==> src/preview_crop_rotate_matrix_assert.svh <==
// Assertion macros shared by the preview crop and rotate matrix block.
// Depends on nothing; included by the top level only.
`ifndef PREVIEW_CROP_ROTATE_MATRIX_ASSERT_SVH
`define PREVIEW_CROP_ROTATE_MATRIX_ASSERT_SVH

// The consequent must hold in the same cycle as the antecedent.
`define PCR_ASSERT_SAME(label, clk, rst, ante, cons, msg) \
   label: assert property (@(posedge clk) disable iff (rst) (ante) |-> (cons)) \
      else $error(msg);

// The consequent must hold in the cycle after the antecedent.
`define PCR_ASSERT_NEXT(label, clk, rst, ante, cons, msg) \
   label: assert property (@(posedge clk) disable iff (rst) (ante) |=> (cons)) \
      else $error(msg);

`endif

==> src/pcr_pkg.sv <==
// Shared types, constants and the sine table generator of the matrix block.
// Depends on nothing; used by pcr_geom, pcr_matrix and the top level.
`default_nettype none

package pcr_pkg;

   localparam logic [8:0] DEG_90  = 9'd90;
   localparam logic [8:0] DEG_180 = 9'd180;
   localparam logic [8:0] DEG_270 = 9'd270;
   localparam logic [8:0] DEG_360 = 9'd360;

   localparam logic [1:0] QUAD_0 = 2'd0;
   localparam logic [1:0] QUAD_1 = 2'd1;
   localparam logic [1:0] QUAD_2 = 2'd2;
   localparam logic [1:0] QUAD_3 = 2'd3;

   typedef struct packed {
      logic mirror;
      logic scale_x;
   } ctrl_type;

   // Sine of k degrees scaled by 2**frac and rounded to nearest.
   function automatic longint sin_entry(int k, int frac);
      real r;
      r = $sin(real'(k) * 3.14159265358979323846 / 180.0) * (2.0 ** frac);
      return longint'($floor(r + 0.5));
   endfunction

endpackage

`default_nettype wire

==> src/pcr_matrix.sv <==
// Back end: scaled rotation products, rounding and translation terms over
// three register stages. Uses pcr_pkg.
`default_nettype none

module pcr_matrix #(
   parameter int FRAC_BITS = 16
) (
   input  wire                         clock,
   input  wire                         reset,
   input  wire                         adv,
   input  wire                         in_valid,
   input  wire  [FRAC_BITS:0]          in_quo,
   input  wire  signed [FRAC_BITS+1:0] in_s,
   input  wire  signed [FRAC_BITS+1:0] in_c,
   input  pcr_pkg::ctrl_type           in_ctrl,
   output logic                        out_valid,
   output logic signed [FRAC_BITS+2:0] a00,
   output logic signed [FRAC_BITS+2:0] a10,
   output logic signed [FRAC_BITS+2:0] a01,
   output logic signed [FRAC_BITS+2:0] a11,
   output logic signed [FRAC_BITS+2:0] shift_x,
   output logic signed [FRAC_BITS+2:0] shift_y
);

   localparam int LW = FRAC_BITS + 2;
   localparam int PW = 2 * LW;
   localparam logic signed [LW-1:0]   ONE  = LW'(1) << FRAC_BITS;
   localparam logic signed [PW-1:0]   HALF = PW'(1) << (FRAC_BITS - 1);
   localparam logic signed [LW+1:0]   ONE_W = (LW + 2)'(1) << FRAC_BITS;

   logic signed [LW-1:0] quo, sx, sy, ex, ns;
   logic                 v1_ff, v2_ff;
   logic signed [PW-1:0] p00_ff, p01_ff, p10_ff, p11_ff;
   logic signed [PW-1:0] p00_in, p01_in, p10_in, p11_in;
   logic signed [PW-1:0] r00, r01, r10, r11;
   logic signed [LW-1:0] l00_ff, l01_ff, l10_ff, l11_ff;
   logic signed [LW+1:0] tx, ty;

   always_comb begin
      quo    = $signed({1'b0, in_quo});
      sx     = in_ctrl.scale_x ? quo : ONE;
      sy     = in_ctrl.scale_x ? ONE : quo;
      ex     = in_ctrl.mirror ? -sx : sx;
      ns     = -in_s;
      p00_in = PW'(in_c) * PW'(ex);
      p01_in = PW'(ns) * PW'(sy);
      p10_in = PW'(in_s) * PW'(ex);
      p11_in = PW'(in_c) * PW'(sy);
      r00    = (p00_ff + HALF) >>> FRAC_BITS;
      r01    = (p01_ff + HALF) >>> FRAC_BITS;
      r10    = (p10_ff + HALF) >>> FRAC_BITS;
      r11    = (p11_ff + HALF) >>> FRAC_BITS;
      tx     = (ONE_W - (LW + 2)'(l00_ff) - (LW + 2)'(l01_ff) + (LW + 2)'(1)) >>> 1;
      ty     = (ONE_W - (LW + 2)'(l10_ff) - (LW + 2)'(l11_ff) + (LW + 2)'(1)) >>> 1;
   end

   always_ff @(posedge clock) begin
      if (reset) begin
         v1_ff     <= 1'b0;
         v2_ff     <= 1'b0;
         out_valid <= 1'b0;
      end else if (adv) begin
         v1_ff     <= in_valid;
         v2_ff     <= v1_ff;
         out_valid <= v2_ff;
      end
   end

   always_ff @(posedge clock) begin
      if (adv) begin
         p00_ff  <= p00_in;
         p01_ff  <= p01_in;
         p10_ff  <= p10_in;
         p11_ff  <= p11_in;
         l00_ff  <= r00[LW-1:0];
         l01_ff  <= r01[LW-1:0];
         l10_ff  <= r10[LW-1:0];
         l11_ff  <= r11[LW-1:0];
         a00     <= (LW + 1)'(l00_ff);
         a01     <= (LW + 1)'(l01_ff);
         a10     <= (LW + 1)'(l10_ff);
         a11     <= (LW + 1)'(l11_ff);
         shift_x <= tx[LW:0];
         shift_y <= ty[LW:0];
      end
   end

endmodule

`default_nettype wire

==> config.mk <==
export PLATFORM = sky130hd
export DESIGN_NAME = pcr_matrix
export DESIGN_NICKNAME = d
export VERILOG_FILES = /design/src/preview_crop_rotate_matrix_assert.svh /design/src/pcr_pkg.sv /design/src/pcr_matrix.sv
export SDC_FILE = /design/constraint.sdc
export NUM_CORES = 2
export LEC_CHECK = 0
export CORE_ASPECT_RATIO = 2
export CORE_UTILIZATION = 60
export DETAILED_ROUTE_END_ITERATION = 8
export DONT_BUFFER_PORTS = 1
export HOLD_SLACK_MARGIN = 0.05
export MAX_ROUTING_LAYER = met4
export PLACE_DENSITY = 0.87
export SLEW_MARGIN = 40
export SYNTH_ARGS = -nofsm -noshare
export SYNTH_HDL_FRONTEND = slang
export SYNTH_SLANG_ARGS = --single-unit
==> constraint.sdc <==
create_clock -name clock -period 10.35 [get_ports clock]
set_input_delay 1.035 -clock clock [delete_from_list [all_inputs] [get_ports clock]]
set_output_delay 1.035 -clock clock [all_outputs]
set_load 0.05 [all_outputs]
==> out/metrics.yaml <==
place:
  dp_slack_ns: 0.563
  hpwlAfterDp_um: 121000
  port_buffers: 0
  gp_congestion: 1.00
clocking:
  cts.clk_slew.worst_paths_ns: 0.07
  worst_skew_pair.late_latency_ns: 0.62
  htreeDepth: 1
  cts_resized: 0
  cts_inserted_buffers: 23
  clock_path_buffers: 3
  cts_tree: "built"
  root_buffer: "clkbuf_16"
  postCtsHoldBufs: 0
  cts.sinks: 261
  post_cts_buffers: 0
critical_path:
  start_kind: "input port"
  critPathSlowestCell: "nor2_1"
  end_kind: "flip-flop"
  cp_data_required_time_ns: 10.70
  crit_path_frequent_cell: "fa_1"
  arrival_ns: 9.80
  max_stage_delay_ns: 0.53
  worstPathMaxFanout: 12
  rrSetupSlack_ns: 6.20
  criticalPathCategory: "in -> reg"
synth:
  yosys_warnings: 0
  syn_area_per_cell_sq_um: 9.61
  async_reset_ff_share_pct: 0
  ys_dominant_reg_cell: "edfxtp_1"
  synth_cell_types: 72
  synth_nets: 7464
  synth_edf_count: 258
  synthCells: 5771
  synth-seq-cells: 261
  ys_seq_area_share_pct: 14.1
  syn_area_sq_um: 55500
route:
  first_iter_violations: 3601
  wl_met1_um: 44300
  post_drt_via_cell_ratio: 5.90
  drt-wirelength-per-cell_um: 22.5
  routed-wl-met2_um: 78800
  num_vias: 40294
  dr.pass1.iters: 8
  routed.top_layer: "met4"
  drt-total-wl_um: 154000
  wl_met3_um: 13600
  ant_nets: 0
  drc: 0
timing:
  worst_slack_ns: 0.900
  rsz0062_at_grt: "no"
  max_slew_margin_pct: 40.0
  clock.fmax_ghz: 0.106
  fin_crit_sh_pct: 91.3
  worst_pin_slew_ns: 0.896
  totalNegativeSetupSlack_ns: 0
  hold_viol: 0
  fin_crit_ns: 9.45
  slew_viol_final: 0
  finalSetupViolations: 0
  fin_skew_ns: 0.00992
floorplanning:
  dieWidth_um: 217
  start_util_pct: 60.6
  die_y_um: 432
  io_pins: 174
  dieArea_sq_um: 93700
  core_sq_um: 91500
  row_count: 157
finish:
  final_common_cell: "inv_1"
  finish.net_count: 7305
  syn2layout_area_growth_pct: 3.76
  seq_area_sq_um: 7810
  fillers: 7071
  drive_gt1_share_pct: 3.04
  mostFrequentLayoutCells: "1467 x inv_1, 1224 x fa_1, 836 x nand2_1"
  multiInputGateArea_sq_um: 41400
worst_hold_path:
  min_path_type: "reg -> reg"
run:
  drv_cap: 0
grt:
  overflow: 0
  first_global_vias: 45996
  grt_pass1_wl_um: 242000
  grt_usage_pct: 35.7
  grt_max_degree: 262
  grt_antenna_before_repair: 8
outcome:
  status: "finished clean"
==> cell families after synthesis <==
group | synth area share, %
compound gates | 2.85
xor+xnor | 4.09
fa+ha+maj | 53.4
buf+inv | 11.6
flops | 14.1
mux | 0.0541
simple gates | 13.9
==> synthesized netlist by cell type (8+ instances only) <==
master,count,share of area (%)
nand2_1,836,5.7
o21a_1,20,0.27
ha_1,410,9.3
nor2_1,246,1.7
nand4_1,9,0.10
clkbuf_1,232,1.6
nand2b_1,9,0.10
inv_1,1467,9.9
or3_1,12,0.14
a21o_1,32,0.43
nand3_1,54,0.49
and2_1,267,3.0
buf_1,10,0.068
xor2_1,70,1.1
edfxtp_1,258,14
and3_1,111,1.3
a21oi_1,54,0.49
or2_2,14,0.16
a21boi_0,8,0.11
a31oi_1,9,0.10
fa_1,1224,44
xnor2_1,187,3.0
o21ai_0,49,0.44
nor2b_1,50,0.56
nor3_1,36,0.32
==> flip-flops by register name, summed over array words and instances, names as in the netlist, 19 cells and up <==
signal,flops
p00_ff,19
p01_ff,19
p10_ff,19
p11_ff,19
shift_x,19
shift_y,19
==> critical path, delay by kind of cell <==
family,cells,cell delay [ns]
compound gates,9,2.61
xor+xnor,2,0.49
fa+ha+maj,7,3.25
buf+inv,5,0.26
simple gates,8,2.12
==> final cells by class <==
cell class                      instances  area share, %
Clock buffer                           25           1.01
Antenna cell                            5         0.0217
Clock inverter                         15          0.237
Tap cell                             1192           2.59
Sequential cell                       261           13.6
Multi-Input combinational cell       3795           72.0
Inverter                             1468           9.58
Timing Repair Buffer                   63          0.961
==> per-stage QoR <==
| stage | util [%] | hold slack [ns] | cells | area, sq um |
|---|---|---|---|---|
| 2_1_floorplan | - | 0.426 | 5771 | 55500 |
| 3_3_place_gp | 61.8 | 0.430 | 6773 | 56600 |
| 3_5_place_dp | 62.0 | 0.441 | 6777 | 56700 |
| 4_1_cts | 62.7 | 0.458 | 6817 | 57400 |
| 5_1_grt | 62.9 | 0.463 | 6824 | 57500 |
| 6_report | 62.9 | 0.461 | 6824 | 57500 |
==> per-layer routing <==
| metal | global-route usage, % | vias to the layer above |
|---|---|---|
| met5 | - | - |
| met1 | 33.8 | 20252 |
| met3 | 7.58 | 1050 |
| li1 | - | 16598 |
| met4 | 31.2 | 0 |
| met2 | 60.7 | 2394 |
==> worst paths after layout <==
check,endpoint,from,cells past startpoint
max,p00_ff[33],in_quo[2],31
min,a01[3],l01_ff[3],0
min reg2reg,a01[3],l01_ff[3],0
max reg2reg,shift_x[16],l00_ff[1],16
Power is not shown: default switching activity piles up to over one toggle a cycle in this logic, so the estimate is an artifact.
