File: src/preview_crop_rotate_matrix_assert.svh
// Assertion macros shared by the preview crop and rotate matrix block.
// Depends on nothing; included by the top level only.
`ifndef PREVIEW_CROP_ROTATE_MATRIX_ASSERT_SVH
`define PREVIEW_CROP_ROTATE_MATRIX_ASSERT_SVH

// The consequent must hold in the same cycle as the antecedent.
`define PCR_ASSERT_SAME(label, clk, rst, ante, cons, msg) \
   label: assert property (@(posedge clk) disable iff (rst) (ante) |-> (cons)) \
      else $error(msg);

// The consequent must hold in the cycle after the antecedent.
`define PCR_ASSERT_NEXT(label, clk, rst, ante, cons, msg) \
   label: assert property (@(posedge clk) disable iff (rst) (ante) |=> (cons)) \
      else $error(msg);

`endif

File: src/pcr_div_stage.sv
// One restoring division stage that settles one quotient bit per register.
// Depends on nothing; chained by the top level.
`default_nettype none

module pcr_div_stage #(
   parameter int DW  = 26,
   parameter int QW  = 17,
   parameter int BIT = 0,
   parameter int SW  = 38
) (
   input  wire           clock,
   input  wire           reset,
   input  wire           adv,
   input  wire           in_valid,
   input  wire  [DW-1:0] in_rem,
   input  wire  [QW-1:0] in_low,
   input  wire  [DW-1:0] in_den,
   input  wire  [QW-1:0] in_quo,
   input  wire  [SW-1:0] in_side,
   output logic          out_valid,
   output logic [DW-1:0] out_rem,
   output logic [QW-1:0] out_low,
   output logic [DW-1:0] out_den,
   output logic [QW-1:0] out_quo,
   output logic [SW-1:0] out_side
);

   logic [DW:0]   trial, diff;
   logic          fits;
   logic [DW-1:0] rem_in;
   logic [QW-1:0] quo_in;

   always_comb begin
      trial  = {in_rem, in_low[BIT]};
      diff   = trial - {1'b0, in_den};
      fits   = trial >= {1'b0, in_den};
      rem_in = fits ? diff[DW-1:0] : trial[DW-1:0];
      quo_in = in_quo;
      quo_in[BIT] = fits;
   end

   always_ff @(posedge clock) begin
      if (reset) begin
         out_valid <= 1'b0;
      end else if (adv) begin
         out_valid <= in_valid;
      end
   end

   always_ff @(posedge clock) begin
      if (adv) begin
         out_rem  <= rem_in;
         out_low  <= in_low;
         out_den  <= in_den;
         out_quo  <= quo_in;
         out_side <= in_side;
      end
   end

endmodule

`default_nettype wire

File: config.mk
export PLATFORM = sky130hd
export DESIGN_NAME = pcr_div_stage
export DESIGN_NICKNAME = d
export VERILOG_FILES = /design/src/preview_crop_rotate_matrix_assert.svh /design/src/pcr_div_stage.sv
export SDC_FILE = /design/constraint.sdc
export NUM_CORES = 1
export LEC_CHECK = 0
export BUFFER_PORTS_ARGS = -buffer_cell sky130_fd_sc_hd__buf_2
export CAP_MARGIN = 20
export CORE_MARGIN = 10
export CORE_UTILIZATION = 48
export CTS_BUF_LIST = sky130_fd_sc_hd__clkbuf_8
export DETAILED_ROUTE_END_ITERATION = 8
export PLACE_DENSITY_LB_ADDON = 0.08
export SYNTH_ARGS = -nofsm -noshare
export SYNTH_HDL_FRONTEND = slang
export SYNTH_SLANG_ARGS = --single-unit
File: constraint.sdc
create_clock -name clock -period 3.7 [get_ports clock]
set_input_delay 0.74 -clock clock [delete_from_list [all_inputs] [get_ports clock]]
set_output_delay 0.74 -clock clock [all_outputs]
set_load 0.03 [all_outputs]
==> run metrics, run 1 <==
Worst setup EP type flop; status complete, no violations; wire per inst 19.5 um; most frequent cell on the critical path inv_1; critical path type in -> reg; CP top delay family compound AO/OA/AOI/OAI gates; Fill cells 884; Worst Clk Skew 0 ns; Port Buffers 251; largest net degree at the start of global routing 59; drt total wl 15,600 um; PnR worst setup slack 0.535 ns; DP Wirelength 12,500 um; drt via density 5.04; Worst-path clk slew 0.07 ns; All-Layer GR Usage 18.6%; cell count after placement 770; slew at the pin with the worst max-slew slack 0.747 ns; Clock Sinks 125; layout cell share with drive strength beyond 1 48.6%; delay of the slowest critical-path stage 0.45 ns; Starting Density 49.2%; area delta synth->final 32.9%; chip width 128 um; most frequent cells after synthesis edfxtp_1, inv_1, ha_1, a21oi_1, nand2_1; CTS tree built; slowest cell on the critical path o31ai_2; FFs w/ async S/R, synth 0%; post-route clock period utilization 85.5%; syn avg cell area 15.1 um^2; post-synth top area cell edfxtp_1; DP Area 0.00711 mm^2; Max-slew headroom 50.2%; synth top area cells edfxtp_1, ha_1, mux2_4; Worst VDD drop 0.342 mV; # hold bufs at CTS 0; vias in the first global route 4,124; Max Freq 0.316 GHz; post-cts resize count 0; core footprint 0.0115 mm^2; Leak Pwr 3.39 nW; max-cap viol count 0; grt ovf 0; Root Buffer clkbuf_8; vias 4,048; Remaining DRCs 0; Post-CTS Setup Bufs 0; Post-Syn Nets 528; Final min period 3.17 ns; worst skew pair latency 0.44 ns; EDFF count, synth 124; die area 0.0165 mm^2; WP data required 3.95 ns; Design Power 3.81 mW; critical-path cell list buf_2, inv_1, ha_1, inv_1, fa_1, a21oi_1, o2bb2ai_1, o31ai_2, o21bai_1, a41o_1, a21o_1, a311oi_1; R2R Setup Slk 3.12 ns; sequential share of the synthesized area 66.4%; Ys Warns 0; Synth Register Bits 125; clock tree buffer depth 2; Placer Congestion 0.824; Starting DRT DRC Count 248; drt pass-1 iters 4; H-tree levels 4; pwr/cell area 508 mW/mm^2; setup TNS 0 ns; WP buf/inv 3; CP Max Fanout 4; Post-Syn Area 0.00564 mm^2; total CTS buffers 17; final core occ 65.4%; Top Ports 253; ys flop type edfxtp_1; Final Hold Vio Count 0; DIE HEIGHT 128 um; Slew Viols, Final 0; Yosys top cell area share 66.0%; Gate Count Post-Synth 373; Hold WS 0.448 ns; initial antenna violation count 2; count leader, synth edfxtp_1; Synth cell types 55; non-filler cells, final 803; first-pass GRT wire length 23,600 um; Startpoint Class input port; NumNets Final 801; Setup WS pre-CTS 0.0917 ns; class of the worst hold path in -> reg; Cell Rows 39; Critical Path AT 3.41 ns; final setup fails 0; RSZ-0062 raised after global routing no; fin area 0.00749 mm^2; Final ANT Viol Nets 0
## sequential cells by signal (all words and copies together), names as in the netlist
signal / cells
out_rem: 26
out_valid: 1
out_low: 17
out_den: 26
out_side: 38
out_quo: 17
## final cells by class
type / count / area (um^2) / area share (%)
clock inverter: 15 / 148 / 1.97
timing repair buffer: 258 / 1320 / 17.7
antenna: 1 / 2.50 / 0.0334
sequential: 125 / 3740 / 49.9
tap: 143 / 179 / 2.39
clock buffer: 17 / 234 / 3.12
multi-input combinational: 209 / 1730 / 23.1
inverter: 35 / 131 / 1.75
## power breakdown
group / total (mW) / switching [mW] / internal (mW)
registers: 1.75 / 0.0280 / 1.72
logic: 0.906 / 0.581 / 0.325
clock network: 1.16 / 0.563 / 0.595
## cell families (layout without fill, tap and decap cells)
logic type,Yosys count,count (layout),synth area share [%]
buf+inv,39,325,2.86
mux,24,24,5.88
flops,125,125,66.4
simple gates,65,65,5.64
fa+ha+maj,27,27,6.13
compound gates,72,72,9.83
other cells,0,1,0
xor+xnor,21,21,3.26
## final timing paths
check | start | to | cells past startpoint
setup / recovery | in_low[0] | out_rem[24] | 12
hold / removal | reset | out_valid | 2
setup reg to reg | out_valid | out_valid | 2
hold reg to reg | out_valid | out_valid | 2
## cells in the final DEF (no fill, tap or decap), types with 3 or more instances in the layout
cell type	n
nand4_1	3
nand3_1	5
nor2_1	16
a21oi_1	18
clkinv_2	4
nand2_1	18
o21a_1	6
a211oi_1	5
ha_1	26
xor2_1	9
clkbuf_8	17
buf_2	250
clkinvlp_4	3
edfxtp_1	124
xnor2_1	12
mux2_4	17
nor3_1	5
inv_1	35
o31ai_1	3
a21o_1	5
mux2_2	5
buf_4	7
or3_1	4
nor2b_1	5
a311oi_1	3
o21ai_0	7
## per-layer routing
layer	global-route usage (%)	share of wire, %	up-vias
li1	-	-	1967
met5	0	0.083	-
met2	30.9	50	172
met4	6.62	1.5	2
met1	21.0	38	1888
met3	7.89	11	19
Power figures use the tool's default switching activity.
==> inputs of run 2 (changes only) <==
Settings changed: CORE_UTILIZATION 48 to 44, MAX_ROUTING_LAYER set to met4.
Clock period 3.7 ns to 2.9 ns, I/O delays scaled along.
==> run 2 against run 1 <==
  * Hold slack worse by 0.15 ns
  * Clock power is 27% higher
  * Sequential power is 27% higher
  * Routed wire length is 0.72% higher
  * Critical path depth is 2 lower
  * Total power is 29% higher
  * Die area is 7.7% higher
  * Critical endpoint is now out_rem[21]
  * Largest cell class unchanged
  * Highest routed layer is now met4
==> run metrics, run 2 (synthesis results as in run 1) <==
Final min period 2.72 ns; Worst Hold Path EP out_valid; cell internal pwr 3.43 mW (+30%); drt via density 4.84 (-4.1%); critical path type in -> reg; area delta synth->final 39.9%; Worst Hold Launch reset; initial antenna violation count 0 (-2); total CTS buffers 17 (unchanged); # hold bufs at CTS 0 (unchanged); clock share of power 29.7% (-0.7 points); Max-slew headroom 56.6% (+6.4 points); Placer Congestion 0.830 (+0.66%); Clock Sinks 125 (unchanged); Worst Clk Skew 0 ns (unchanged); vias in the first global route 4,388 (+6.4%); Fill cells 1,002 (+13%); All-Layer GR Usage 17.9% (-0.72 points); RSZ-0062 raised after global routing no; clock tree buffer depth 2 (unchanged); switching power as a share of total power 30.4% (-0.40 points); Root Buffer clkbuf_8; Remaining DRCs 0 (unchanged); Final ANT Viol Nets 0 (unchanged); worst hold stages 2 (unchanged); H-tree levels 4 (unchanged); drt pass-1 iters 4 (unchanged); Regs by FF count out_side: 38 flops, out_den: 26 flops, out_rem: 26 flops; Worst VDD drop 0.265 mV (-22%); fin area 0.00789 mm^2 (+5.2%); worst skew pair latency 0.43 ns (about the same); post-route clock period utilization 93.8%; first-pass GRT wire length 24,100 um (+2.3%); pwr/cell area 625 mW/mm^2 (+23%); post-cts resize count 0 (unchanged); Worst setup EP type flop; register area 0.00374 mm^2 (unchanged); Comb power frac 25.0% (+1.2 points); grt ovf 0 (unchanged); Final Hold Vio Count 0 (unchanged); Cell Rows 41 (+5.1%); final setup fails 0 (unchanged); diode count 0 (-1); vias 4,222 (+4.3%); max FFs per register 38 (unchanged); sequential share of power 45.2% (-0.6 points); Reg with most FFs out_side; Post-CTS Setup Bufs 0 (unchanged); DIE HEIGHT 133 um (+3.8%); Startpoint Class input port; Leak Pwr 3.61 nW (+6.3%); cells on worst reg2reg path 2 (unchanged); Starting DRT DRC Count 178 (-28%); Slew Viols, Final 0 (unchanged); WP data required 3.09 ns (-0.86 ns); Port Buffers 251 (unchanged); PnR worst setup slack 0.181 ns (-0.354 ns); max-cap viol count 0 (unchanged); most frequent cells in the layout buf_2, edfxtp_1, buf_4, inv_1, ha_1; DP Area 0.00750 mm^2 (+5.5%); Starting Density 44.9% (-4.3 points); die area 0.0177 mm^2 (+7.7%); wire per inst 18.0 um (-7.4%); core footprint 0.0126 mm^2 (+9.6%); commonest non-fill, non-tap cell in the layout buf_2; Setup WS pre-CTS -0.249 ns (-0.341 ns); NumNets Final 843 (+5.2%); chip width 133 um (+3.8%); DP Wirelength 12,800 um (+2.7%); largest net degree at the start of global routing 50 (-15%); drt total wl 15,800 um (+0.72%); Switching Power 1.50 mW (+28%); CTS tree built; Max Freq 0.368 GHz; class of the worst hold path in -> reg; slew at the pin with the worst max-slew slack 0.651 ns (-0.0960 ns); FF-to-FF Start out_valid; area of the multi-input gates 0.00174 mm^2 (+0.22%); Top Ports 253 (unchanged); reg2reg end out_valid; Critical Path AT 2.91 ns (-0.50 ns); Worst-path clk slew 0.07 ns (about the same); layout cell share with drive strength beyond 1 51.6% (+3.1 points); status complete, no violations; CP Max Fanout 5 (+1); R2R Setup Slk 2.32 ns (-0.80 ns)
run 2: area by class of cell:
class	count	area share, %
clock inverter	15	1.87
clock buffer	17	2.97
sequential	125	47.5
multi-input combinational	209	22.0
tap	172	2.73
inverter	35	1.67
timing repair buffer	300	21.3
run 2: worst max path at each step:
stage	from	end	slack (ns)
after floorplan	in_low[0]	out_rem[14]	0.0002
after global placement	in_low[0]	out_rem[24]	-0.25
after detailed placement	in_den[6]	out_rem[21]	-0.25
after CTS	in_den[6]	out_rem[21]	0.23
after global routing	in_low[0]	out_rem[24]	0.05
final	in_den[6]	out_rem[21]	0.18
run 2: worst max-delay path, stage by stage:
cell	delay, ns
buf_2	0.08
inv_1	0.04
ha_1	0.35
nand3_1	0.13
or3_2	0.45
a21oi_1	0.22
o31ai_2	0.14
o31ai_1	0.51
xor2_1	0.12
mux2_4	0.28
run 2: through the flow:
stage | hold slack (ns) | std cells | TNS (ns) | power [mW] | util, %
floorplan | 0.630 | 373 | 0 | 3.04 | -
global placement | 0.483 | 841 | -4.28 | 3.50 | 59.7
detailed placement | 0.491 | 841 | -4.74 | 3.52 | 59.7
CTS | 0.259 | 873 | 0 | 5.00 | 62.7
global route | 0.279 | 873 | 0 | 5.18 | 62.7
finish | 0.295 | 873 | 0 | 4.93 | 62.7
run 2: power by group through the flow:
stage	Sequential [mW]	Clock, mW	Combinational (mW)
2_1_floorplan	2.64	0	0.401
3_3_place_gp	2.26	0	1.24
3_5_place_dp	2.27	0	1.25
4_1_cts	2.23	1.51	1.25
5_1_grt	2.24	1.60	1.33
6_report	2.23	1.47	1.23
run 2: per-layer routing:
layer | up-vias | global-route usage (%) | share of wire (%)
met5 | - | - | 0
met4 | 0 | 5.38 | 0.94
li1 | 2052 | - | -
met2 | 168 | 29.5 | 50
met3 | 15 | 5.98 | 7.7
met1 | 1987 | 20.3 | 41
