### src/preview_crop_rotate_matrix_assert.svh
// Assertion macros shared by the preview crop and rotate matrix block.
// Depends on nothing; included by the top level only.
`ifndef PREVIEW_CROP_ROTATE_MATRIX_ASSERT_SVH
`define PREVIEW_CROP_ROTATE_MATRIX_ASSERT_SVH

// The consequent must hold in the same cycle as the antecedent.
`define PCR_ASSERT_SAME(label, clk, rst, ante, cons, msg) \
   label: assert property (@(posedge clk) disable iff (rst) (ante) |-> (cons)) \
      else $error(msg);

// The consequent must hold in the cycle after the antecedent.
`define PCR_ASSERT_NEXT(label, clk, rst, ante, cons, msg) \
   label: assert property (@(posedge clk) disable iff (rst) (ante) |=> (cons)) \
      else $error(msg);

`endif

### src/pcr_pkg.sv
// Shared types, constants and the sine table generator of the matrix block.
// Depends on nothing; used by pcr_geom, pcr_matrix and the top level.
`default_nettype none

package pcr_pkg;

   localparam logic [8:0] DEG_90  = 9'd90;
   localparam logic [8:0] DEG_180 = 9'd180;
   localparam logic [8:0] DEG_270 = 9'd270;
   localparam logic [8:0] DEG_360 = 9'd360;

   localparam logic [1:0] QUAD_0 = 2'd0;
   localparam logic [1:0] QUAD_1 = 2'd1;
   localparam logic [1:0] QUAD_2 = 2'd2;
   localparam logic [1:0] QUAD_3 = 2'd3;

   typedef struct packed {
      logic mirror;
      logic scale_x;
   } ctrl_type;

   // Sine of k degrees scaled by 2**frac and rounded to nearest.
   function automatic longint sin_entry(int k, int frac);
      real r;
      r = $sin(real'(k) * 3.14159265358979323846 / 180.0) * (2.0 ** frac);
      return longint'($floor(r + 0.5));
   endfunction

endpackage

`default_nettype wire

### src/pcr_geom.sv
// Front end: orientation reduction, size swaps, aspect products, sine lookup
// and divider set-up over three register stages. Uses pcr_pkg.
`default_nettype none

module pcr_geom #(
   parameter int FRAC_BITS = 16,
   parameter int DIM_BITS  = 13
) (
   input  wire                         clock,
   input  wire                         reset,
   input  wire                         adv,
   input  wire                         in_valid,
   input  wire  [DIM_BITS-1:0]         view_w,
   input  wire  [DIM_BITS-1:0]         view_h,
   input  wire  [DIM_BITS-1:0]         video_w,
   input  wire  [DIM_BITS-1:0]         video_h,
   input  wire  [8:0]                  orientation_deg,
   input  wire                         front_camera,
   input  wire                         api_two,
   input  wire                         normal_mode,
   output logic                        out_valid,
   output logic [2*DIM_BITS-1:0]       out_rem,
   output logic [FRAC_BITS:0]          out_low,
   output logic [2*DIM_BITS-1:0]       out_den,
   output logic signed [FRAC_BITS+1:0] out_s,
   output logic signed [FRAC_BITS+1:0] out_c,
   output pcr_pkg::ctrl_type           out_ctrl
);

   localparam int PW = 2 * DIM_BITS;
   localparam int NW = PW + FRAC_BITS + 1;

   logic [FRAC_BITS:0] sin_tab [0:90];

   for (genvar g = 0; g <= 90; g++) begin : g_tab
      localparam longint VAL = pcr_pkg::sin_entry(g, FRAC_BITS);
      assign sin_tab[g] = VAL[FRAC_BITS:0];
   end

   // Stage one.
   logic                v1_ff, v1_in;
   logic [DIM_BITS-1:0] lw1_ff, lh1_ff, vw1_ff, vh1_ff;
   logic [DIM_BITS-1:0] lw1_in, lh1_in, vw1_in, vh1_in;
   logic [1:0]          quad1_ff, quad1_in;
   logic [6:0]          k1_ff, k1_in;
   logic                mir1_ff, mir1_in;

   logic [8:0]          orient, rot, kfull;
   logic [DIM_BITS-1:0] dvw, dvh, dlw, dlh;

   always_comb begin
      orient = (orientation_deg >= pcr_pkg::DEG_360) ?
               orientation_deg - pcr_pkg::DEG_360 : orientation_deg;
      rot = (orient < pcr_pkg::DEG_90) ? orient + pcr_pkg::DEG_270 : orient - pcr_pkg::DEG_90;
      dvw = (view_w == '0) ? DIM_BITS'(1) : view_w;
      dvh = (view_h == '0) ? DIM_BITS'(1) : view_h;
      dlw = (video_w == '0) ? DIM_BITS'(1) : video_w;
      dlh = (video_h == '0) ? DIM_BITS'(1) : video_h;
      if (rot == pcr_pkg::DEG_90 || rot == pcr_pkg::DEG_270) begin
         lw1_in = dlh;
         lh1_in = dlw;
      end else begin
         lw1_in = dlw;
         lh1_in = dlh;
      end
      if (normal_mode && (orient == pcr_pkg::DEG_90 || orient == pcr_pkg::DEG_270)) begin
         vw1_in = dvh;
         vh1_in = dvw;
      end else begin
         vw1_in = dvw;
         vh1_in = dvh;
      end
      if (rot < pcr_pkg::DEG_90) begin
         quad1_in = pcr_pkg::QUAD_0;
         kfull    = rot;
      end else if (rot < pcr_pkg::DEG_180) begin
         quad1_in = pcr_pkg::QUAD_1;
         kfull    = rot - pcr_pkg::DEG_90;
      end else if (rot < pcr_pkg::DEG_270) begin
         quad1_in = pcr_pkg::QUAD_2;
         kfull    = rot - pcr_pkg::DEG_180;
      end else begin
         quad1_in = pcr_pkg::QUAD_3;
         kfull    = rot - pcr_pkg::DEG_270;
      end
      k1_in   = kfull[6:0];
      mir1_in = api_two && front_camera;
      v1_in   = in_valid;
   end

   // Stage two.
   logic                        v2_ff, v2_in;
   logic [PW-1:0]               p2_ff, q2_ff, p2_in, q2_in;
   logic signed [FRAC_BITS+1:0] s2_ff, c2_ff, s2_in, c2_in;
   logic                        mir2_ff;
   logic signed [FRAC_BITS+1:0] sk, ck;
   logic [6:0]                  kc;

   always_comb begin
      v2_in = v1_ff;
      p2_in = PW'(lw1_ff) * PW'(vh1_ff);
      q2_in = PW'(vw1_ff) * PW'(lh1_ff);
      kc    = 7'd90 - k1_ff;
      sk    = $signed({1'b0, sin_tab[k1_ff]});
      ck    = $signed({1'b0, sin_tab[kc]});
      case (quad1_ff)
         pcr_pkg::QUAD_0: begin
            s2_in = sk;
            c2_in = ck;
         end
         pcr_pkg::QUAD_1: begin
            s2_in = ck;
            c2_in = -sk;
         end
         pcr_pkg::QUAD_2: begin
            s2_in = -sk;
            c2_in = -ck;
         end
         default: begin
            s2_in = -ck;
            c2_in = sk;
         end
      endcase
   end

   // Stage three: the smaller product over the larger one.
   logic                        v3_in;
   logic [PW-1:0]               num, den3_in;
   logic [NW-1:0]               dividend;
   pcr_pkg::ctrl_type           ctrl3_in;

   always_comb begin
      v3_in            = v2_ff;
      ctrl3_in.mirror  = mir2_ff;
      ctrl3_in.scale_x = p2_ff > q2_ff;
      num      = ctrl3_in.scale_x ? q2_ff : p2_ff;
      den3_in  = ctrl3_in.scale_x ? p2_ff : q2_ff;
      dividend = {1'b0, num, {FRAC_BITS{1'b0}}} + NW'(den3_in >> 1);
   end

   always_ff @(posedge clock) begin
      if (reset) begin
         v1_ff     <= 1'b0;
         v2_ff     <= 1'b0;
         out_valid <= 1'b0;
      end else if (adv) begin
         v1_ff     <= v1_in;
         v2_ff     <= v2_in;
         out_valid <= v3_in;
      end
   end

   always_ff @(posedge clock) begin
      if (adv) begin
         lw1_ff   <= lw1_in;
         lh1_ff   <= lh1_in;
         vw1_ff   <= vw1_in;
         vh1_ff   <= vh1_in;
         quad1_ff <= quad1_in;
         k1_ff    <= k1_in;
         mir1_ff  <= mir1_in;
         p2_ff    <= p2_in;
         q2_ff    <= q2_in;
         s2_ff    <= s2_in;
         c2_ff    <= c2_in;
         mir2_ff  <= mir1_ff;
         out_rem  <= dividend[NW-1:FRAC_BITS+1];
         out_low  <= dividend[FRAC_BITS:0];
         out_den  <= den3_in;
         out_s    <= s2_ff;
         out_c    <= c2_ff;
         out_ctrl <= ctrl3_in;
      end
   end

endmodule

`default_nettype wire

### config.mk
export PLATFORM = sky130hd
export DESIGN_NAME = pcr_geom
export DESIGN_NICKNAME = d
export VERILOG_FILES = /design/src/preview_crop_rotate_matrix_assert.svh /design/src/pcr_pkg.sv /design/src/pcr_geom.sv
export SDC_FILE = /design/constraint.sdc
export NUM_CORES = 1
export LEC_CHECK = 0
export BUFFER_PORTS_ARGS = -buffer_cell sky130_fd_sc_hd__buf_4
export CORE_MARGIN = 2
export CORE_UTILIZATION = 58
export CTS_CLUSTER_DIAMETER = 100
export DETAILED_ROUTE_END_ITERATION = 7
export PLACE_DENSITY = 0.8
export SETUP_SLACK_MARGIN = 0.2
export SYNTH_ARGS = -nofsm -noshare
export SYNTH_HDL_FRONTEND = slang
export SYNTH_SLANG_ARGS = --single-unit
### constraint.sdc
create_clock -name clock -period 6 [get_ports clock]
set_clock_uncertainty 0.1 [all_clocks]
set_input_delay 0.3 -clock clock [delete_from_list [all_inputs] [get_ports clock]]
set_output_delay 0.3 -clock clock [all_outputs]
set_load 0.01 [all_outputs]
==> out/metrics.yaml, run 1 <==
final_max_slew_viol_count: 0
ys_warn_count: 0
grt.total_usage_pct: 35.0
pwr-share-seq_pct: 15.4
p_int_mw: 11.9
setup_violations: 0
core_um2: 50400
drc_errors: 0
setup.worst_path.start: "vw1_ff[8]$_DFFE_PP_"
final-instance-count-excl-fill: 4184
outcome: "complete, no violations"
syn_nets: 3740
first_global_vias: 25500
synth_seq_cells: 245
synth_edf_count: 242
timing.hold.ws_ns: 0.0352
seq_area_frac_synth_pct: 24.7
critPathKind: "reg2reg"
wl_per_cell_um: 22.7
ir_drop_mv: 0.781
cpMostUsedCell: "fa_1"
num_rows: 82
rr_worst_depth: 20
die_area_um2: 53000
drt_iter0_markers: 3073
utilization_pct: 68.4
synth_area_leader_cell: "edfxtp_1"
setup_tns_ns: 0
firstDrtPassIters: 6
critPathCaptureType: "register"
clock_sinks: 245
synth_cell_type_count: 124
ios: 176
ys.flop_type: "edfxtp_1"
grt_use_met3_pct: 5.74
fin_nets: 4011
crit_required_ns: 6.21
root_buffer: "clkbuf_16"
synth_area_um2: 29700
path_clk_slew_ns: 0.06
grt-busiest-layer: "met2"
final_hold_viol_count: 0
netlist_top_cells_area: "edfxtp_1, fa_1, ha_1"
layout-drive-gt1-share_pct: 19.1
dpl-instance-area_um2: 31800
cp-start-kind: "register"
hold_class: "in2reg"
cts_buffers: 26
grt_util_met1_pct: 49.1
antenna_found_initial: 3
synthToLayoutAreaGrowth_pct: 16.2
relSlewSlack_pct: 16.5
drv_cap: 0
slowest_stage: "fa_1"
h-tree-depth: 1
wirelength_um: 94900
rsz0062_at_grt: "true"
grt-ovfl-total: 0
worst_pin_slew_ns: 1.25
hpwl_um: 69300
power_mw: 23.6
regToRegEndpoint: "q2_ff[24]$_DFFE_PP_"
fp.dieW_um: 230
synthArstFlopShare_pct: 0
worstPathCellList: "buf_4 > nand2_1 > fa_1 > fa_1 > inv_1 > fa_1 > fa_1 > inv_2 > fa_1 > inv_2 > ha_4 > a21o_1 > o41a_1 > a221o_1 > o41a_1 > a21bo_2 > o21ai_1 > nand2b_1 > a21oi_2 > xnor2_1"
swShare_pct: 49.4
stdcell_area_um2: 34500
fin_crit_sh_pct: 98.7
crit_path_end: "q2_ff[24]$_DFFE_PP_"
clockBufferDepth: 3
grt_max_degree: 146
fin_ws_ns: 0.0805
p_comb_share_pct: 76.8
vias: 26100
tritoncts: "yes"
grtUsageMet2_pct: 55.3
power_density_nw_per_um2: 684
synth_top_area_share_pct: 24.5
r2r-start: "vw1_ff[8]$_DFFE_PP_"
dp_slack_ns: -0.0574
gp_congestion: 1.00
dp_cells: 3991
arrival_ns: 6.13
syn_avg_cell_area_um2: 9.22
n_fill_cell: 3702
switching_power_mw: 11.6
grt_first_pass_wirelength_um: 146000
min_period_ns: 5.92
leakage_nw: 15.1
path_max_fanout: 9
clk_latency_ns: 0.57
initial_core_util_pct: 58.9
cpPeakStageDelay_ns: 0.53
reg2reg_slack_ns: 0.08
die_y_um: 230
synthCells: 3219
fmax_ghz: 0.169
pwr-share-clk_pct: 7.8
ant_nets: 0
portBuffers: 175
vias_per_cell: 6.23
[area by class of cell]
cell class                      count  area [um2]  area share (%)
Tap cell                          672         841            2.44
Clock buffer                       28         658            1.91
Clock inverter                     20         327           0.947
Timing Repair Buffer              456        3690            10.7
Antenna cell                        2        5.00          0.0145
Multi-Input combinational cell   2332       20000            58.0
Inverter                          429        1610            4.67
Sequential cell                   245        7330            21.3
[placed cells by master, fill, tap and decap left out, types with 21 or more instances in the layout]
cell type / instances
inv_1: 407
buf_4: 367
nand2_1: 318
edfxtp_1: 242
fa_1: 238
ha_1: 189
and2_1: 177
nor2_1: 143
a21oi_1: 141
o21ai_0: 122
xnor2_1: 76
dlygate4sd3_1: 74
nor3_1: 67
mux2_2: 67
nand3_1: 48
mux2i_1: 42
nor2b_1: 39
a31oi_1: 35
nand2b_1: 34
o211ai_1: 33
a21o_1: 29
clkbuf_16: 26
nand4_1: 22
nor4_1: 21
[power groups by stage]
stage	Clock (mW)	Sequential (mW)	Combinational [mW]
CTS	1.85	3.63	16.5
detailed placement	0	3.67	15.7
finish	1.83	3.63	18.1
global placement	0	3.64	15.2
floorplan	0	3.59	10.9
global route	1.92	3.69	19.6
[cells in the mapped netlist (8+ instances only)]
| cell type | instances |
|---|---|
| nand3_1 | 49 |
| xor2_1 | 20 |
| nand2_1 | 321 |
| nor3b_1 | 9 |
| o211ai_1 | 33 |
| o21ai_0 | 128 |
| nor4_1 | 21 |
| ha_1 | 210 |
| o22ai_1 | 20 |
| a221oi_1 | 9 |
| clkbuf_1 | 110 |
| o31a_1 | 8 |
| o31ai_1 | 16 |
| xnor2_1 | 76 |
| a311oi_1 | 8 |
| a211oi_1 | 21 |
| nor2_1 | 144 |
| nand2b_1 | 34 |
| a21oi_1 | 153 |
| mux4_2 | 12 |
| or3_1 | 20 |
| a21o_1 | 29 |
| o21a_1 | 14 |
| a211o_1 | 13 |
| edfxtp_1 | 242 |
| a31oi_1 | 37 |
| and3_1 | 17 |
| nor2b_1 | 40 |
| mux2_2 | 67 |
| o221ai_1 | 9 |
| nor3_1 | 70 |
| buf_4 | 34 |
| or2_1 | 8 |
| o311ai_0 | 15 |
| nand4_1 | 22 |
| o21ai_1 | 11 |
| and2_1 | 192 |
| inv_1 | 424 |
| buf_2 | 39 |
| fa_1 | 243 |
| buf_6 | 20 |
| a22oi_1 | 8 |
| mux2i_1 | 43 |
[timing repair]
item,4_1_cts,5_1_grt
hold endpoints to repair,50,0
resized for setup,48,64
buffers inserted,34,34
hold buffers,74,0
pin swaps,35,54
cloned,0,1
setup endpoints to repair,9,22
[logic make-up after synthesis]
family                   synth area share [%]
multiplexers                             4.95
AND/OR/NAND/NOR                          17.6
buffers and inverters                    9.38
adder cells (fa/ha/maj)                  25.2
flip-flops                               24.7
XOR/XNOR                                 3.09
AO/OA/AOI/OAI                            15.1
[metal layers]
layer  wire, um  vias to the layer above
met5         13                        -
met4       3600                        2
met3       8810                      260
met2      43200                     1517
met1      39300                    12700
li1           -                    11600
[how the worst min path moves through the flow]
| stage | start | end | slack [ns] | depth (start not counted) |
|---|---|---|---|---|
| 6_report | video_h[5] | lw1_ff[5]$_DFFE_PP_ | 0.04 | 2 |
| 5_1_grt | video_h[5] | lw1_ff[5]$_DFFE_PP_ | 0.01 | 2 |
| 4_1_cts | video_w[0] | lh1_ff[0]$_DFFE_PP_ | 0.0007 | 3 |
| 3_5_place_dp | c2_ff[8]$_DFFE_PP_ | out_c[8]$_DFFE_PP_ | 0.31 | 0 |
| 3_3_place_gp | c2_ff[15]$_DFFE_PP_ | out_c[15]$_DFFE_PP_ | 0.31 | 0 |
| 2_1_floorplan | reset | out_valid$_SDFFE_PP0P_ | 0.27 | 1 |
[registers in the layout, summed over array words and instances (netlist names)]
| register | cells |
|---|---|
| mir2_ff | 1 |
| v1_ff | 1 |
| out_ctrl | 2 |
| p2_ff | 26 |
| out_c | 18 |
| c2_ff | 18 |
| mir1_ff | 1 |
| out_den | 10 |
| out_valid | 1 |
| v2_ff | 1 |
| lh1_ff | 13 |
| lw1_ff | 13 |
| vw1_ff | 13 |
| out_rem | 26 |
| k1_ff | 7 |
| out_low | 17 |
| s2_ff | 18 |
| quad1_ff | 2 |
| vh1_ff | 13 |
| q2_ff | 26 |
| out_s | 18 |
[worst max-delay path, delay by kind of cell (launching register included)]
kind / cells / cell delay (ns)
simple gates: 2 / 0.17
compound gates: 7 / 1.74
xor+xnor: 1 / 0.08
flops: 1 / 0.44
fa+ha+maj: 6 / 2.77
buf+inv: 4 / 0.37
(Power assumes the default switching activity.)
==> run 2, diff against run 1 <==
--- a/config.mk
+++ b/config.mk
@@ -10,7 +10,7 @@
 export CORE_UTILIZATION = 58
 export CTS_CLUSTER_DIAMETER = 100
 export DETAILED_ROUTE_END_ITERATION = 7
-export PLACE_DENSITY = 0.8
+export PLACE_DENSITY = 0.89
 export SETUP_SLACK_MARGIN = 0.2
 export SYNTH_ARGS = -nofsm -noshare
 export SYNTH_HDL_FRONTEND = slang
==> run 2 against run 1 <==
Effect of this change: the run now ends with negative setup slack left; critical path type unchanged; maximum frequency fell by 4.1%; first-iteration DRC count rose by 32%; register-to-register slack got worse by 0.25 ns; global-route usage fell by 1.9 points; critical path depth did not move; final cell count fell by 1.1%; largest cell class unchanged; sequential cell count did not move; non-clock buffer count fell by 42; die area did not move; count of clock-buffer cells in the layout rose by 2; cell area fell by 1.4%; worst hold slack got worse by 0.021 ns.
==> out/metrics.yaml, run 2 (synthesized netlist as in run 1, its figures left out) <==
antenna_found_initial: 4
critPathCaptureType: "register"
initial_core_util_pct: 58.9
fin_ws_ns: -0.172
dpl-instance-area_um2: 31600
ant_nets: 0
root_buffer: "clkbuf_16"
grt_max_degree: 123
grt-ovfl-total: 0
grt_util_met1_pct: 42.8
n_fill_cell: 3438
clock_sinks: 245
worst_pin_slew_ns: 0.906
final_max_slew_viol_count: 0
cts_buffers: 26
core_um2: 50400
num_rows: 82
critPathKind: "reg2reg"
path_clk_slew_ns: 0.06
layout_commonest_cell: "inv_1"
clockBufferDepth: 3
vias_per_cell: 6.50
crit_required_ns: 6.22
relSlewSlack_pct: 38.8
portBuffers: 175
hpwl_um: 63700
dp_slack_ns: -0.0700
ios: 176
mostFrequentLayoutCells: "inv_1, buf_4, nand2_1, edfxtp_1, fa_1"
gp_congestion: 1.02
clk_latency_ns: 0.58
vias: 26900
fmax_ghz: 0.162
drc_errors: 0
path_max_fanout: 6
grt_first_pass_wirelength_um: 140000
fin_nets: 3969
hold_class: "in2reg"
grt_use_met3_pct: 7.80
grtUsageMet2_pct: 53.9
wl_per_cell_um: 23.1
min_period_ns: 6.17
fin_crit_sh_pct: 103
firstDrtPassIters: 7
timing.hold.ws_ns: 0.0144
final_hold_viol_count: 0
die_y_um: 230
h-tree-depth: 1
grt.total_usage_pct: 33.1
setup_violations: 6
drt_iter0_markers: 4062
wirelength_um: 95600
cp-start-kind: "register"
layout-drive-gt1-share_pct: 17.7
violations: "negative setup slack"
rsz0062_at_grt: "true"
stdcell_area_um2: 34000
arrival_ns: 6.39
die_area_um2: 53000
fp.dieW_um: 230
first_global_vias: 25900
tritoncts: "yes"
grt-busiest-layer: "met2"
drv_cap: 0
synthToLayoutAreaGrowth_pct: 14.6
largestRegisters: "out_rem: 26 flops, p2_ff: 26 flops, q2_ff: 26 flops"
outcome: "finished with violations"
## run 2: cell count changes in the layout (fill, tap and decap cells not counted), moves of 4 or more
cell	change
dlygate4sd3_1	-7
inv_2	-5
bufinv_16	-4
inv_1	+5
ha_2	-6
ha_4	+5
buf_4	-31
## run 2: metrics by stage
stage,utilization (%),TNS (ns),std cells
after detailed placement,62.7,-0.121,3973
after global placement,62.7,0,3973
after global routing,67.5,-0.727,4137
after CTS,66.7,0,4115
final,67.5,-0.542,4138
after floorplan,-,0,3219
## run 2: metal layers
layer / part of all wire, % / vias up
met5: 0.021 / -
met1: 36 / 12700
met4: 6.0 / 4
met3: 12 / 536
met2: 46 / 2168
li1: - / 11500
## run 2: worst max-delay path, stage by stage, from the launching register on
cell and delay [ns]:
edfxtp_1 0.47, buf_4 0.20, nand2_1 0.10, fa_1 0.60, inv_1 0.07, fa_1 0.50, fa_1 0.55, fa_1 0.55
inv_1 0.08, fa_1 0.60, inv_1 0.07, ha_2 0.39, and3_1 0.34, o221ai_4 0.21, a311oi_2 0.39, o21a_1 0.19
o21ai_2 0.06, nand2_1 0.09, a31o_2 0.16, a21oi_2 0.05, xnor2_1 0.12
## run 2: final timing paths
path                            start                  end  slack [ns]  depth (start not counted)
setup / recovery  lw1_ff[4]$_DFFE_PP_  p2_ff[24]$_DFFE_PP_       -0.17                         20
hold / removal             video_h[3]  lw1_ff[3]$_DFFE_PP_        0.01                          2
setup reg to reg  lw1_ff[4]$_DFFE_PP_  p2_ff[24]$_DFFE_PP_       -0.17                         20
hold reg to reg    s2_ff[1]$_DFFE_PP_   out_s[1]$_DFFE_PP_        0.32                          0
## run 2: cell type report
| cell class | count | area (um2) | area share [%] |
|---|---|---|---|
| Clock inverter | 15 | 191 | 0.563 |
| Sequential cell | 245 | 7330 | 21.6 |
| Timing Repair Buffer | 414 | 3320 | 9.77 |
| Clock buffer | 30 | 666 | 1.96 |
| Inverter | 429 | 1610 | 4.74 |
| Tap cell | 672 | 841 | 2.47 |
| Antenna cell | 1 | 2.50 | 0.00736 |
| Multi-Input combinational cell | 2332 | 20000 | 58.9 |
## run 2: timing repair
| action | CTS | global route |
|---|---|---|
| resized for setup | 45 | 55 |
| pin swaps | 29 | 57 |
| hold buffers | 67 | 0 |
| cloned | 0 | 1 |
| endpoints found under the hold margin | 44 | 0 |
| endpoints found under the setup margin | 5 | 22 |
| setup buffers | 30 | 21 |
Power of run 2 is left out: the tool's default activity adds up to more than one toggle a clock period on the data nets, which glitch-free logic cannot reach.
